===== src/lph_pkg.sv =====
// Package for the linear-probe hash table: sizes, codes, job types and hash functions.
// No dependencies; used by every other file of the block.
package lph_pkg;

    localparam int SLOTS = 1024;
    localparam int IDX_W = $clog2(SLOTS);
    localparam int CNT_W = IDX_W + 1;
    localparam int KEY_W = 32;
    localparam int PAY_W = 64;
    localparam int DIV_BITS = 4;
    localparam int DIV_STEPS = KEY_W / DIV_BITS;

    localparam logic [1:0] OP_INSERT = 2'd0;
    localparam logic [1:0] OP_LOOKUP = 2'd1;
    localparam logic [1:0] OP_DELETE = 2'd2;

    localparam logic [2:0] ST_INSERTED  = 3'd0;
    localparam logic [2:0] ST_FOUND     = 3'd1;
    localparam logic [2:0] ST_NOT_FOUND = 3'd2;
    localparam logic [2:0] ST_DELETED   = 3'd3;
    localparam logic [2:0] ST_FULL      = 3'd4;

    localparam logic [1:0] REG_TABLE_SIZE = 2'd0;
    localparam logic [1:0] REG_MAX_FILL   = 2'd1;

    typedef struct packed {
        logic [1:0]       opcode;
        logic [KEY_W-1:0] key;
        logic [PAY_W-1:0] payload;
        logic [IDX_W-1:0] home;
    } lph_job_t;

    typedef struct packed {
        logic clearing;
    } lph_back_status_t;

    function automatic logic [KEY_W-1:0] mix_lo(input logic [KEY_W-1:0] k);
        logic [KEY_W-1:0] v;
        v = k;
        v = v + (v << 12);
        v = v ^ (v >> 22);
        v = v + (v << 4);
        v = v ^ (v >> 9);
        return v;
    endfunction

    function automatic logic [KEY_W-1:0] mix_hi(input logic [KEY_W-1:0] k);
        logic [KEY_W-1:0] v;
        v = k;
        v = v + (v << 10);
        v = v ^ (v >> 2);
        v = v + (v << 7);
        v = v ^ (v >> 12);
        return v;
    endfunction

    function automatic logic [CNT_W-1:0] div_step(input logic [CNT_W-1:0] rem,
                                                  input logic bit_in,
                                                  input logic [CNT_W-1:0] n);
        logic [CNT_W-1:0] sh;
        sh = {rem[CNT_W-2:0], bit_in};
        if (sh >= n)
        begin
            sh = sh - n;
        end
        return sh;
    endfunction

endpackage


===== src/lph_queue.sv =====
// Two-entry job queue between the front end and the probe engine.
// Depends on lph_pkg.
module lph_queue
    import lph_pkg::*;
(
    input  logic     clk,
    input  logic     rst_n,
    input  logic     push,
    input  lph_job_t push_job,
    output logic     full,
    input  logic     pop,
    output logic     not_empty,
    output lph_job_t head
);
    lph_job_t   entry_reg [2];
    logic       wr_reg, rd_reg;
    logic [1:0] cnt_reg;

    assign full = cnt_reg == 2'd2;
    assign not_empty = cnt_reg != 2'd0;
    assign head = entry_reg[rd_reg];

    always_ff @(posedge clk or negedge rst_n)
    begin
        if (!rst_n)
        begin
            wr_reg <= 1'b0;
            rd_reg <= 1'b0;
            cnt_reg <= 2'd0;
        end
        else
        begin
            if (push)
            begin
                wr_reg <= ~wr_reg;
            end
            if (pop)
            begin
                rd_reg <= ~rd_reg;
            end
            cnt_reg <= cnt_reg + {1'b0, push} - {1'b0, pop};
        end
    end

    always_ff @(posedge clk)
    begin
        if (push)
        begin
            entry_reg[wr_reg] <= push_job;
        end
    end

endmodule


===== config.mk =====
export PLATFORM = sky130hd
export DESIGN_NAME = lph_queue
export DESIGN_NICKNAME = d
export VERILOG_FILES = /design/src/lph_pkg.sv /design/src/lph_queue.sv
export SDC_FILE = /design/constraint.sdc
export NUM_CORES = 1
export LEC_CHECK = 0
export CORE_ASPECT_RATIO = 0.8
export CORE_MARGIN = 3
export CORE_UTILIZATION = 55
export DETAILED_ROUTE_END_ITERATION = 16
export DONT_BUFFER_PORTS = 1
export PLACE_DENSITY = 0.7
export SYNTH_ARGS = -nofsm -noshare
export SYNTH_HDL_FRONTEND = slang
export SYNTH_SLANG_ARGS = --single-unit

===== constraint.sdc =====
create_clock -name clk -period 12.54 [get_ports clk]
set_clock_uncertainty 0.05 [all_clocks]
set_input_delay 2.508 -clock clk [delete_from_list [all_inputs] [get_ports clk]]
set_output_delay 2.508 -clock clk [all_outputs]
set_load 0.03 [all_outputs]

# Word level (Yosys, flattened, before mapping)
# Memory sizes are Yosys's and may differ from the RTL's.
# Cells that the tools add are included.
# Widths: inputs -> output; s select.
dict set report word_totals {
  ff_bits 4
  ram_bits 216
  inputBits 112
  elab_cells 12
  n_memories 1
}
# name words width rd rd_clocked_by_memory_dff write_ports line
set mem_list {}
lappend mem_list {entry_reg 2 108 1 0 1 lph_queue.sv:15} ;# lph_job_t entry_reg [2];
dict set report classes {
  n_addsub 2
  n_eq_ne 1
  mux 2
  bitwise_logic 2
  reduce_logical 1
}
# op n
set ops {}
lappend ops {{$add 2x1->2} 1}
lappend ops {{$eq 2x2->1 const B} 1}
lappend ops {{$mux 1} 2}
lappend ops {{$not 1->1} 2}
lappend ops {{$reduce_bool 2->1} 1}
lappend ops {{$sub 2x1->2} 1}

# Longest topological paths before layout
dict set report logic_depth {
  depth_word 2
  ltp_mapped 5
}

# Least setup slack after synthesis
# No wires, ideal clock.
dict set report synth_timing {
  path_type {input port to flip-flop}
  startpoint {input port push}
  endpoint {memory entry_reg[0][0] in the netlist's numbering (enable)}
  setup_time_ns 0.589
  arrival_ns 7.202
  slack_ns 4.699
  path_stages 1
  path_buffers 0
  cell_sequence {nor2b_1}
}
dict set report synth_between {
  elab_chain_cells 2
}
# element line
set synth_lines {}
lappend synth_lines {{from (decl)} lph_queue.sv:8} ;# input logic push,
lappend synth_lines {{$mux 1} lph_queue.sv:47} ;# if (push)
lappend synth_lines {{$mux 1 (not written as such)} lph_queue.sv:49} ;# entry_reg[wr_reg] <= push_job;
lappend synth_lines {{to (decl)} lph_queue.sv:15}
# No other way between the ends.

==> metrics.yaml <==
fmax_mhz: 192
period_share: 0.415
grt_usage: 0.161
ir_worst_vdd_mv: 0.177
drt_iter0_drc: 196
root_buffer: "clkbuf_16"
n_antenna_cell: 0
die-area_um2: 16100
die_h_um: 114
min_period_ns: 5.21
syn_area_um2: 8020
p_clk_frac: 0.253
power.leakage_nw: 2.94
drv_cap: 0
rr_endpoint: "entry_reg[1][78]$_DFFE_PP_"
power_density_nw_per_um2: 262
dpl.hpwl_mm: 8.78
insertion_delay_ns: 0.47
tns_ns: 0
p_sw_frac: 0.343
drtAntennaViolNets: 0
syn_avg_cell_area_um2: 22.8
seqPwrFrac: 0.450
layout.nets: 480
switching_power_w: 0.000794
cts.clk_slew.worst_paths_ns: 0.06
gr-total-overflow: 0
worstSetupPathType: "flip-flop to primary output"
dp_slack_ns: 7.80
cts.sinks: 220
wl_per_cell_um: 23.4
internal-power_w: 0.00152
min_from: "wr_reg$_DFFE_PN0P_"
syn_nets: 465
arrival_ns: 2.65
cp_slowest_cell: "dfrtp_4"
ys_ff_latch: 220
first_pass_iters: 4
rsz0062_at_grt: "false"
vias: 3134
area_growth_pct: 10.4
std_cell_rows: 38
cp.required_ns: 9.98
syn-instance-count: 351
core_um2: 13900
holdPathEnd: "wr_reg$_DFFE_PN0P_"
htree_levels: 1
slew_headroom: 0.453
status: "finished clean"
post-cts-setup-buffer-count: 0
cts.path.max_buffers: 3
synth_warnings: 0
grt_pass1_wl_mm: 19.7
antenna_found_initial: 0
hold_path_class: "flip-flop to flip-flop"
port_buffers: 0
post-route-drc-count: 0
hold_buffers: 0
grt_pass1_vias: 3400
reg2reg_depth: 2
yosysUniqueCellTypes: 13
setup_ws_ns: 7.33
wl_mm: 13.1
worstPathMaxFanout: 58
largest_register_ff_count: 216
endpoint_kind: "primary output"
comb_power_share: 0.297
viasPerCell: 5.60
die_w_um: 141
max_stage_delay_ns: 0.86
start_util: 0.578
r2r_slack_ns: 10.31
synth_seq_area_share: 0.821
r2r_start: "wr_reg$_DFFE_PN0P_"
hold_viol: 0
min_path_cells: 1
gp_congestion: 0.735
drv_slew: 0
cts_tree: "done"
cts-resized-gates: 0
grt_max_degree: 63
critPathLaunchType: "flip-flop"
drive_gt1_frac: 0.371
tightest_slew_ns: 0.821
ios: 222
finalSetupViolCount: 0
cts_buffers: 21
cp_cell_sequence: "buf_4 > mux2_2"
==> worst max path at each step <==
stage	from	to
4_1_cts	rd_reg$_DFFE_PN0P_	head[5]
6_report	rd_reg$_DFFE_PN0P_	head[53]
2_1_floorplan	push	entry_reg[0][0]$_DFFE_PP_
3_5_place_dp	rd_reg$_DFFE_PN0P_	head[5]
3_3_place_gp	rd_reg$_DFFE_PN0P_	head[5]
5_1_grt	rd_reg$_DFFE_PN0P_	head[52]
==> layer usage <==
| metal | part of all wire | GRT usage | routed length [um] |
|---|---|---|---|
| met3 | 0.15 | 0.0977 | 1920 |
| met1 | 0.36 | 0.185 | 4720 |
| met5 | 0 | 0 | 0 |
| met2 | 0.48 | 0.259 | 6270 |
| met4 | 0.017 | 0.0387 | 228 |
==> cells in the final DEF, fill, tap and decap left out, drive strengths merged <==
| cell type | netlist | routed |
|---|---|---|
| edfxtp | 216 | 216 |
| mux2 | 108 | 108 |
| clkbuf | 0 | 27 |
| clkinv | 0 | 8 |
| buf | 12 | 4 |
| dfrtp | 4 | 4 |
| inv | 2 | 2 |
| xor2 | 2 | 2 |
| ha | 2 | 2 |
| bufinv | 0 | 2 |
| nor2b | 2 | 2 |
| xor3 | 1 | 1 |
| or2 | 1 | 1 |
| and2 | 1 | 1 |
==> final cells by class <==
type,count,area [um^2]
Clock buffer,27,548
Clock inverter,10,92.6
Fill cell,909,5030
Inverter,2,7.51
Multi-Input combinational cell,117,1360
Sequential cell,220,6590
Tap cell,180,225
Timing Repair Buffer,4,30.0
==> cells in the mapped netlist <==
master,instances,share of area
xor2_1,2,0.0022
buf_6,3,0.0042
nor2b_1,2,0.0016
ha_1,2,0.0031
mux2_2,98,0.14
dfrtp_1,4,0.012
xor3_1,1,0.0030
and2_1,1,0.00078
inv_1,2,0.00094
edfxtp_1,216,0.81
or2_2,1,0.00078
mux2_4,10,0.019
buf_2,9,0.0056
==> critical path: cells and delay by family (launching register included) <==
family / cells / cell delay [ns]
flip-flops: 1 / 0.86
buffers and inverters: 1 / 0.72
multiplexers: 1 / 0.51
==> power by group through the flow <==
stage	Clock, W	Combinational, W	Sequential (W)
2_1_floorplan	0	0.000658	0.00103
6_report	0.000585	0.000689	0.00104
3_5_place_dp	0	0.000700	0.00106
3_3_place_gp	0	0.000695	0.00105
5_1_grt	0.000639	0.000722	0.00106
4_1_cts	0.000602	0.000703	0.00105
==> cells by family after synthesis <==
| group | after synthesis | synth area share |
|---|---|---|
| flops | 220 | 0.821 |
| mux | 108 | 0.156 |
| buf+inv | 14 | 0.0108 |
| simple gates | 4 | 0.00312 |
| xor+xnor | 3 | 0.00515 |
| fa+ha+maj | 2 | 0.00312 |
==> metrics by stage <==
step	hold WS, ns	utilization	cells	total power (W)	cell area, um^2
6_report	0.496	0.637	560	0.00232	8850
5_1_grt	0.528	0.637	560	0.00242	8850
4_1_cts	0.495	0.637	560	0.00235	8850
3_5_place_dp	0.483	0.591	523	0.00176	8210
3_3_place_gp	0.480	0.591	523	0.00175	8210
2_1_floorplan	0.405	-	351	0.00169	8020
No activity file was read; power rests on OpenSTA's default activity.
