## config.mk

```make
export PLATFORM = sky130hd
export DESIGN_NAME = lph_front_flat
export DESIGN_NICKNAME = d
export VERILOG_FILES = /design/src/lph_pkg.sv /design/src/lph_if.sv /design/src/lph_front.sv /design/src/flat_wrapper.sv
export SDC_FILE = /design/constraint.sdc
export NUM_CORES = 1
export LEC_CHECK = 0
export BUFFER_PORTS_ARGS = -buffer_cell sky130_fd_sc_hd__buf_2
export CORE_ASPECT_RATIO = 1.25
export CORE_MARGIN = 5
export CORE_UTILIZATION = 52
export DETAILED_ROUTE_END_ITERATION = 8
export PLACE_DENSITY_LB_ADDON = 0.25
export SLEW_MARGIN = 30
export SYNTH_ARGS = -nofsm -noshare
export SYNTH_HDL_FRONTEND = slang
export SYNTH_SLANG_ARGS = --single-unit
```

## constraint.sdc

```tcl
create_clock -name clk -period 7.88 [get_ports clk]
set_input_delay 1.182 -clock clk [delete_from_list [all_inputs] [get_ports clk]]
set_output_delay 1.182 -clock clk [all_outputs]
set_load 0.005 [all_outputs]
```

## src/lph_pkg.sv

```systemverilog
// Package for the linear-probe hash table: sizes, codes, job types and hash functions.
// No dependencies; used by every other file of the block.
package lph_pkg;

    localparam int SLOTS = 1024;
    localparam int IDX_W = $clog2(SLOTS);
    localparam int CNT_W = IDX_W + 1;
    localparam int KEY_W = 32;
    localparam int PAY_W = 64;
    localparam int DIV_BITS = 4;
    localparam int DIV_STEPS = KEY_W / DIV_BITS;

    localparam logic [1:0] OP_INSERT = 2'd0;
    localparam logic [1:0] OP_LOOKUP = 2'd1;
    localparam logic [1:0] OP_DELETE = 2'd2;

    localparam logic [2:0] ST_INSERTED  = 3'd0;
    localparam logic [2:0] ST_FOUND     = 3'd1;
    localparam logic [2:0] ST_NOT_FOUND = 3'd2;
    localparam logic [2:0] ST_DELETED   = 3'd3;
    localparam logic [2:0] ST_FULL      = 3'd4;

    localparam logic [1:0] REG_TABLE_SIZE = 2'd0;
    localparam logic [1:0] REG_MAX_FILL   = 2'd1;

    typedef struct packed {
        logic [1:0]       opcode;
        logic [KEY_W-1:0] key;
        logic [PAY_W-1:0] payload;
        logic [IDX_W-1:0] home;
    } lph_job_t;

    typedef struct packed {
        logic clearing;
    } lph_back_status_t;

    function automatic logic [KEY_W-1:0] mix_lo(input logic [KEY_W-1:0] k);
        logic [KEY_W-1:0] v;
        v = k;
        v = v + (v << 12);
        v = v ^ (v >> 22);
        v = v + (v << 4);
        v = v ^ (v >> 9);
        return v;
    endfunction

    function automatic logic [KEY_W-1:0] mix_hi(input logic [KEY_W-1:0] k);
        logic [KEY_W-1:0] v;
        v = k;
        v = v + (v << 10);
        v = v ^ (v >> 2);
        v = v + (v << 7);
        v = v ^ (v >> 12);
        return v;
    endfunction

    function automatic logic [CNT_W-1:0] div_step(input logic [CNT_W-1:0] rem,
                                                  input logic bit_in,
                                                  input logic [CNT_W-1:0] n);
        logic [CNT_W-1:0] sh;
        sh = {rem[CNT_W-2:0], bit_in};
        if (sh >= n)
        begin
            sh = sh - n;
        end
        return sh;
    endfunction

endpackage

```

## src/lph_if.sv

```systemverilog
// Channel interfaces for the hash table: command words in, result words out.
// Depends on lph_pkg.
interface lph_cmd_if
    import lph_pkg::*;
();
    logic             valid;
    logic             ready;
    logic [1:0]       opcode;
    logic [KEY_W-1:0] key;
    logic [PAY_W-1:0] payload;

    modport source (output valid, output opcode, output key, output payload, input ready);
    modport sink (input valid, input opcode, input key, input payload, output ready);
endinterface


```

## src/lph_front.sv

```systemverilog
// Front end: accepts command words, hashes the key and reduces it modulo the table size.
// Depends on lph_pkg and lph_if.
module lph_front
    import lph_pkg::*;
(
    input  logic             clk,
    input  logic             rst_n,
    lph_cmd_if.sink          cmd,
    input  logic [CNT_W-1:0] size,
    input  lph_back_status_t back_status,
    output logic             push,
    output lph_job_t         push_job,
    input  logic             q_full
);
    localparam logic [1:0] F_IDLE = 2'd0;
    localparam logic [1:0] F_MIX  = 2'd1;
    localparam logic [1:0] F_DIV  = 2'd2;
    localparam logic [1:0] F_PUSH = 2'd3;

    localparam int STEP_W = $clog2(DIV_STEPS);

    logic [1:0]        state_reg, state_next;
    logic [STEP_W-1:0] step_reg, step_next;
    logic [KEY_W-1:0]  h_reg, h_next;
    logic [CNT_W-1:0]  rem_reg, rem_next;
    logic [1:0]        op_reg;
    logic [KEY_W-1:0]  key_reg;
    logic [PAY_W-1:0]  pay_reg;
    logic              take;

    assign cmd.ready = (state_reg == F_IDLE) && !back_status.clearing;
    assign take = cmd.valid && cmd.ready;
    assign push = (state_reg == F_PUSH) && !q_full;
    assign push_job = '{opcode: op_reg, key: key_reg, payload: pay_reg,
                        home: rem_reg[IDX_W-1:0]};

    always_comb
    begin
        logic [CNT_W-1:0] r;
        r = rem_reg;
        state_next = state_reg;
        step_next = step_reg;
        h_next = h_reg;
        rem_next = rem_reg;
        case (state_reg)
            F_IDLE:
            begin
                if (take)
                begin
                    h_next = mix_lo(cmd.key);
                    state_next = F_MIX;
                end
            end
            F_MIX:
            begin
                h_next = mix_hi(h_reg);
                rem_next = '0;
                step_next = '0;
                state_next = F_DIV;
            end
            F_DIV:
            begin
                for (int b = 0; b < DIV_BITS; b++)
                begin
                    r = div_step(r, h_reg[KEY_W-1-b], size);
                end
                rem_next = r;
                h_next = h_reg << DIV_BITS;
                step_next = step_reg + 1'b1;
                if (step_reg == STEP_W'(DIV_STEPS - 1))
                begin
                    state_next = F_PUSH;
                end
            end
            F_PUSH:
            begin
                if (!q_full)
                begin
                    state_next = F_IDLE;
                end
            end
            default: state_next = F_IDLE;
        endcase
    end

    always_ff @(posedge clk or negedge rst_n)
    begin
        if (!rst_n)
        begin
            state_reg <= F_IDLE;
            step_reg <= '0;
        end
        else
        begin
            state_reg <= state_next;
            step_reg <= step_next;
        end
    end

    always_ff @(posedge clk)
    begin
        h_reg <= h_next;
        rem_reg <= rem_next;
        if (take)
        begin
            op_reg <= cmd.opcode;
            key_reg <= cmd.key;
            pay_reg <= cmd.payload;
        end
    end

endmodule

```

## src/flat_wrapper.sv

```systemverilog
// flat-port wrapper written by rule: the top's interface ports become plain ports
module lph_front_flat import lph_pkg::*;
  (clk, rst_n, size, back_status, push, push_job, q_full, cmd_valid, cmd_opcode, cmd_key, cmd_payload, cmd_ready);
  lph_cmd_if cmd_i ();
  input  logic clk;
  input  logic rst_n;
  input  logic [CNT_W-1:0] size;
  input  lph_back_status_t back_status;
  output logic push;
  output lph_job_t push_job;
  input  logic q_full;
  input wire logic [$bits(cmd_i.valid)-1:0] cmd_valid;
  input wire logic [$bits(cmd_i.opcode)-1:0] cmd_opcode;
  input wire logic [$bits(cmd_i.key)-1:0] cmd_key;
  input wire logic [$bits(cmd_i.payload)-1:0] cmd_payload;
  output wire logic [$bits(cmd_i.ready)-1:0] cmd_ready;
  assign cmd_i.valid = cmd_valid;
  assign cmd_i.opcode = cmd_opcode;
  assign cmd_i.key = cmd_key;
  assign cmd_i.payload = cmd_payload;
  assign cmd_ready = cmd_i.ready;
  lph_front u_core (.clk(clk), .rst_n(rst_n), .cmd(cmd_i), .size(size), .back_status(back_status), .push(push), .push_job(push_job), .q_full(q_full));
endmodule
```

# Word-level counts from Yosys, hierarchy flattened
# Index checks and enable logic that the tools add are counted.
[word_totals]
reg_bits = 145
output_inout_bits = 110
wordCells = 56
input_bits = 114
[op_classes]
magnitude_cmp = 4
addsub = 9
n_eq_ne = 7
reduce_logical = 10
mux = 15
bitwise_logic = 4
[op_table]
columns = ["op", "n"]
rows = [
  ["32-bit adder", 4],
  ["32-bit one-hot mux with 3 select lines", 1],
  ["10-bit 2-to-1 mux", 7],
  ["11-bit greater-or-equal comparator", 4],
  ["10-bit subtractor", 4],
  ["32-bit 2-to-1 mux", 1],
  ["32-bit by 10-bit bitwise XOR with 32-bit output", 1],
  ["32-bit by 20-bit bitwise XOR with 32-bit output", 1],
  ["32-bit by 23-bit bitwise XOR with 32-bit output", 1],
  ["32-bit by 30-bit bitwise XOR with 32-bit output", 1],
  ["10-bit one-hot mux with 2 select lines", 1],
  ["2-bit one-hot mux with 4 select lines", 1],
  ["2-bit 2-to-1 mux", 3],
  ["3-bit one-hot mux with 2 select lines", 1],
  ["2-bit == test, second input constant", 2],
  ["2-bit by 1-bit inequality test with 1-bit output, second input constant", 2],
  ["3-bit by 1-bit adder with 3-bit output, second input constant", 1],
  ["3-bit == test, second input constant", 1],
  ["1-bit logical AND", 3],
  ["3-bit AND reduction", 1],
  ["3-bit nonzero test", 1],
  ["2-bit by 1-bit == test with 1-bit output, second input constant", 1],
  ["1-bit zero test", 2],
  ["2-bit zero test", 1],
  ["other kinds (3)", 3],
]

# Longest topological paths before layout
[logic_depth]
word_depth = 12
depth_mapped = 45

# Least setup slack after synthesis
# Ideal clock, no wire load.
[synth_timing]
kind = "input -> register"
start = "input size[1]"
end = "register u_core.rem_reg[1], data pin"
path_stages = 44
arrival_time_ns = 8.985
setup_slack_ns = -1.361
required_ns = 7.624
path_buffers = 3
path_cell_list = "inv_1 > ha_1 > nor2b_1 > o21ai_1 > a21boi_1 > o21ai_1 > a21oi_1 > nor4b_1 > o21bai_1 > clkbuf_1 > mux2_2 > inv_1 > ha_1 > nor2b_1 > o21ai_1 > a21oi_1 > o21ai_1 > o211ai_1 > [... 8 more ...] > a21oi_1 > a31oi_1 > a21oi_1 > nor2_1 > a21oi_1 > ha_1 > nor2b_1 > o21ai_1 > a21boi_1 > o21a_1 > o21ai_1 > a31oi_1 > o21ai_1 > a21oi_1 > a211oi_1 > buf_2 > mux2i_1 > nor2b_1"
[synth_between]
elab_chain_len = 12
[synth_lines]
columns = ["element", "line", "source"]
rows = [
  ["from (decl)", "flat_wrapper.sv:7", "input logic [CNT_W-1:0] size;"],
  ["10-bit subtractor / 11-bit greater-or-equal comparator (equally long branches)", "lph_pkg.sv:64, lph_pkg.sv:62", ""],
  ["10-bit 2-to-1 mux", "lph_pkg.sv:62", "if (sh >= n)"],
  ["10-bit 2-to-1 mux", "lph_front.sv:45", "case (state_reg)"],
  ["10-bit subtractor / 11-bit greater-or-equal comparator (equally long branches)", "lph_pkg.sv:64, lph_pkg.sv:62", ""],
  ["10-bit 2-to-1 mux", "lph_pkg.sv:62", ""],
  ["10-bit 2-to-1 mux", "lph_front.sv:45", ""],
  ["11-bit greater-or-equal comparator / 10-bit subtractor (equally long branches)", "lph_pkg.sv:62, lph_pkg.sv:64", ""],
  ["10-bit 2-to-1 mux", "lph_pkg.sv:62", ""],
  ["10-bit 2-to-1 mux", "lph_front.sv:45", ""],
  ["10-bit subtractor / 11-bit greater-or-equal comparator (equally long branches)", "lph_pkg.sv:64, lph_pkg.sv:62", ""],
  ["10-bit 2-to-1 mux *", "lph_pkg.sv:62", ""],
  ["10-bit one-hot mux with 2 select lines *", "lph_front.sv:45", ""],
  ["to (signal assigned)", "lph_front.sv:103", "rem_reg <= rem_next;"],
  ["to (decl)", "lph_front.sv:25", "logic [CNT_W-1:0] rem_reg, rem_next;"],
]
# Every way passes the cells marked *; elsewhere a longest branch is shown, timed or not. The select of a mux whose other input is x is not followed.
# A chain may end at the register's enable or synchronous reset.

# Final worst setup path
[layout_timing]
start = "input size[1]"
end = "register u_core.rem_reg[6], data pin"
[layout_between]
elab_chain_len = 12
[layout_lines]
columns = ["element", "line"]
rows = [
  ["10-bit subtractor / 11-bit greater-or-equal comparator (equally long branches)", "lph_pkg.sv:64, lph_pkg.sv:62"],
  ["10-bit 2-to-1 mux", "lph_pkg.sv:62"],
  ["10-bit 2-to-1 mux", "lph_front.sv:45"],
  ["10-bit subtractor / 11-bit greater-or-equal comparator (equally long branches)", "lph_pkg.sv:64, lph_pkg.sv:62"],
  ["10-bit 2-to-1 mux", "lph_pkg.sv:62"],
  ["10-bit 2-to-1 mux", "lph_front.sv:45"],
  ["10-bit subtractor / 11-bit greater-or-equal comparator (equally long branches)", "lph_pkg.sv:64, lph_pkg.sv:62"],
  ["10-bit 2-to-1 mux", "lph_pkg.sv:62"],
  ["10-bit 2-to-1 mux", "lph_front.sv:45"],
  ["10-bit subtractor / 11-bit greater-or-equal comparator (equally long branches)", "lph_pkg.sv:64, lph_pkg.sv:62"],
  ["10-bit 2-to-1 mux *", "lph_pkg.sv:62"],
  ["10-bit one-hot mux with 2 select lines *", "lph_front.sv:45"],
]
# Marks and branches as above.

==> results.py <==
metrics = {
    "min_path": {
        "min_path_type": "register to register",
        "worst_hold_startpoint": "u_core.step_reg[0]",
        "hold_end": "u_core.step_reg[0]",
        "whs_path_depth": 1,
    },
    "clocking": {
        "cts_made_buffers": 17,
        "cts_tree": "done",
        "clk_latency_ns": 0.43,
        "clockBufferDepth": 2,
        "cts_max_level": 4,
        "clk_pin_slew_ns": 0.07,
        "cts_sinks": 145,
        "cts_root_buf": "clkbuf_16",
    },
    "worst_setup_path": {
        "rrSetupSlack_ns": 0.21,
        "cp-start-kind": "primary input",
        "r2r_cells": 43,
        "crit_arrival_ns": 8.26,
        "path_common_cell": "o21ai_2",
        "slowest_stage": "mux2_4",
        "r2r_start": "u_core.rem_reg[0]",
        "max_stage_delay_ns": 0.36,
        "worstPathRequired_ns": 8.06,
        "critPathMaxFanout": 5,
        "end_kind": "register",
        "crit_type": "primary input to register",
        "worstReg2RegEnd": "u_core.rem_reg[6]",
    },
    "global_route": {
        "grt_max_degree": 68,
        "grt_pass1_wl_mm": 58.9,
        "antenna_found_initial": 0,
        "grt_pass1_vias": 11400,
        "grt_use_total": 0.271,
        "grt.overflow.total": 0,
    },
    "synth": {
        "synth_fa_ha_area_frac": 0.156,
        "synthSimpleGateAreaFrac": 0.0993,
        "synth-edff-count": 140,
        "synth_xor_area_frac": 0.142,
        "synthMuxAreaShare": 0.0240,
        "ys_warn_count": 0,
        "synth_top_family_by_area": "compound AO/OA/AOI/OAI gates",
        "synth_top_area_cell": "edfxtp_1",
        "synth_nets": 1507,
        "synth_compound_area_frac": 0.200,
        "synthCells": 1243,
        "synth_cell_types": 72,
        "synthFlopType": "edfxtp_1",
        "synth-seq-cells": 145,
        "yosys-top-cells-area": "edfxtp_1 34%, ha_1 14%, xnor2_1 8.6%",
        "synth_top_area_share": 0.339,
        "async_reset_ff_frac": 0.0345,
        "syn-cell-area_um2": 12400,
        "syn_avg_cell_area_um2": 9.97,
        "yosysSeqAreaShare": 0.349,
    },
    "sta": {
        "post-route-min-period_ns": 8.08,
        "fmax_ghz": 0.124,
        "slew_violations": 0,
        "layout_setup_ws_ns": -0.201,
        "min_period_over_period": 1.03,
        "slew_headroom": 0.468,
        "hold_violations": 0,
        "setup_viol_count_final": 10,
        "grt_setup_unrepaired": "yes",
        "final.setup_skew_ns": 0.0106,
        "worst_slew_pin_slew_ns": 0.798,
    },
    "layout": {
        "final_area_um2": 15800,
        "final_common_cell": "buf_2",
        "areaGrowthSynthToFinish_pct": 27.8,
        "final_cell_mix": "222 x buf_2, 154 x buf_4, 140 x edfxtp_1",
        "nets": 1877,
        "fin_cells": 1918,
        "fillers": 1850,
        "diodes": 0,
        "drive_above_1_share": 0.300,
        "largest_reg_flops": 64,
    },
    "floorplanning": {
        "die_h_um": 183,
        "die_x_um": 148,
        "die-area_um2": 27000,
        "ioPinCount": 224,
        "core_area_um2": 23600,
        "placementRows": 63,
        "initial_utilization": 0.524,
    },
    "outcome": {
        "violations": "setup timing",
        "status": "complete, but fails checks",
    },
    "drt": {
        "drt_iter0_drc": 626,
        "ant_nets": 0,
        "num_vias": 11100,
        "wirelength_mm": 37.2,
        "avgRoutedWirePerCell_um": 19.4,
        "drc": 0,
        "via_per_inst": 5.76,
        "first_pass_iters": 5,
    },
    "place": {
        "dp_cells": 1849,
        "io_buffers": 223,
        "dp_hpwl_mm": 29.5,
        "placed_area_um2": 14800,
        "dp_worst_setup_slack_ns": -1.00,
        "place_congestion": 0.952,
    },
    "flow_run": {
        "drv_cap": 0,
    },
}
-- Yosys cell counts, types with 6 or more instances --
| master | count |
|---|---|
| a221oi_1 | 10 |
| nor2_1 | 74 |
| or2_2 | 6 |
| nor3_1 | 10 |
| nor2b_1 | 25 |
| a21oi_1 | 112 |
| xor2_1 | 76 |
| o21a_1 | 11 |
| a21o_1 | 52 |
| a211oi_1 | 8 |
| o211ai_1 | 6 |
| o21ai_1 | 37 |
| fa_1 | 8 |
| a22oi_1 | 9 |
| nand2_1 | 61 |
| mux2_2 | 13 |
| xnor2_1 | 121 |
| ha_1 | 142 |
| nand3_1 | 24 |
| o21bai_1 | 19 |
| mux2i_1 | 14 |
| o22ai_1 | 10 |
| o221ai_1 | 14 |
| inv_1 | 65 |
| edfxtp_1 | 140 |
| nand2b_1 | 13 |
| a31oi_1 | 12 |
| and3_1 | 8 |
| nand4_1 | 12 |
| clkbuf_1 | 23 |
| o21ai_0 | 30 |
-- routing by layer --
| metal | up-vias | track usage | part of all wire |
|---|---|---|---|
| li1 | 5360 | - | - |
| met1 | 5192 | 0.321 | 0.39 |
| met2 | 417 | 0.490 | 0.52 |
| met3 | 83 | 0.0507 | 0.060 |
| met4 | 0 | 0.0921 | 0.032 |
| met5 | - | 0 | 0 |
-- worst max-delay path: cells and delay by family --
kind,cells,cell delay [ns]
AOI/OAI and AO/OA,26,4.11
adders and majority gates,4,0.86
buffers and inverters,5,0.49
muxes,3,0.92
and+or+nand+nor,7,0.72
-- through the flow --
stage               TNS, ns  utilization  hold slack, ns
detailed placement    -9.78        0.626           0.527
global placement      -6.71        0.626           0.514
finish                -1.79        0.670           0.547
floorplan             -4.94            -           0.502
global route          -5.37        0.670           0.554
CTS                 -0.0627        0.666           0.540
-- how the worst max path moves through the flow --
| stage | startpoint | endpoint | slack (ns) | cells past startpoint |
|---|---|---|---|---|
| 2_1_floorplan | size[1] | u_core.rem_reg[1] | -0.50 | 43 |
| 3_3_place_gp | size[1] | u_core.rem_reg[1] | -0.68 | 44 |
| 3_5_place_dp | size[1] | u_core.rem_reg[7] | -1.00 | 44 |
| 4_1_cts | size[1] | u_core.rem_reg[0] | -0.02 | 42 |
| 5_1_grt | size[1] | u_core.rem_reg[6] | -0.57 | 45 |
| 6_report | size[1] | u_core.rem_reg[6] | -0.20 | 45 |
-- cell families (layout without fill, tap and decap cells) --
family                     count (synthesis)  count (layout)
AOI/OAI and AO/OA                        374             374
adders and majority gates                150             150
DFF                                      145             145
muxes                                     28              28
buffers and inverters                     94             477
xor gates and xnor gates                 199             199
and+or+nand+nor                          253             253
-- timing repair --
item | 4_1_cts | 5_1_grt
gates resized for setup | 28 | 13
hold buffers | 0 | 0
endpoints found under the setup margin | 10 | 10
buffers inserted | 34 | 4
pin swaps | 14 | 5
-- cell type report --
type / count / area [um2] / share of cell area
repair buffers: 380 / 2320 / 0.146
multi-input cells: 1004 / 8000 / 0.505
inverters: 65 / 254 / 0.0160
clock inverters: 14 / 143 / 0.00901
clock buffers: 18 / 429 / 0.0271
well taps: 292 / 365 / 0.0231
flip-flops and latches: 145 / 4330 / 0.273
Power is left out: the tool's default activity adds up to more than one toggle a clock period on the data nets, which glitch-free logic cannot reach.
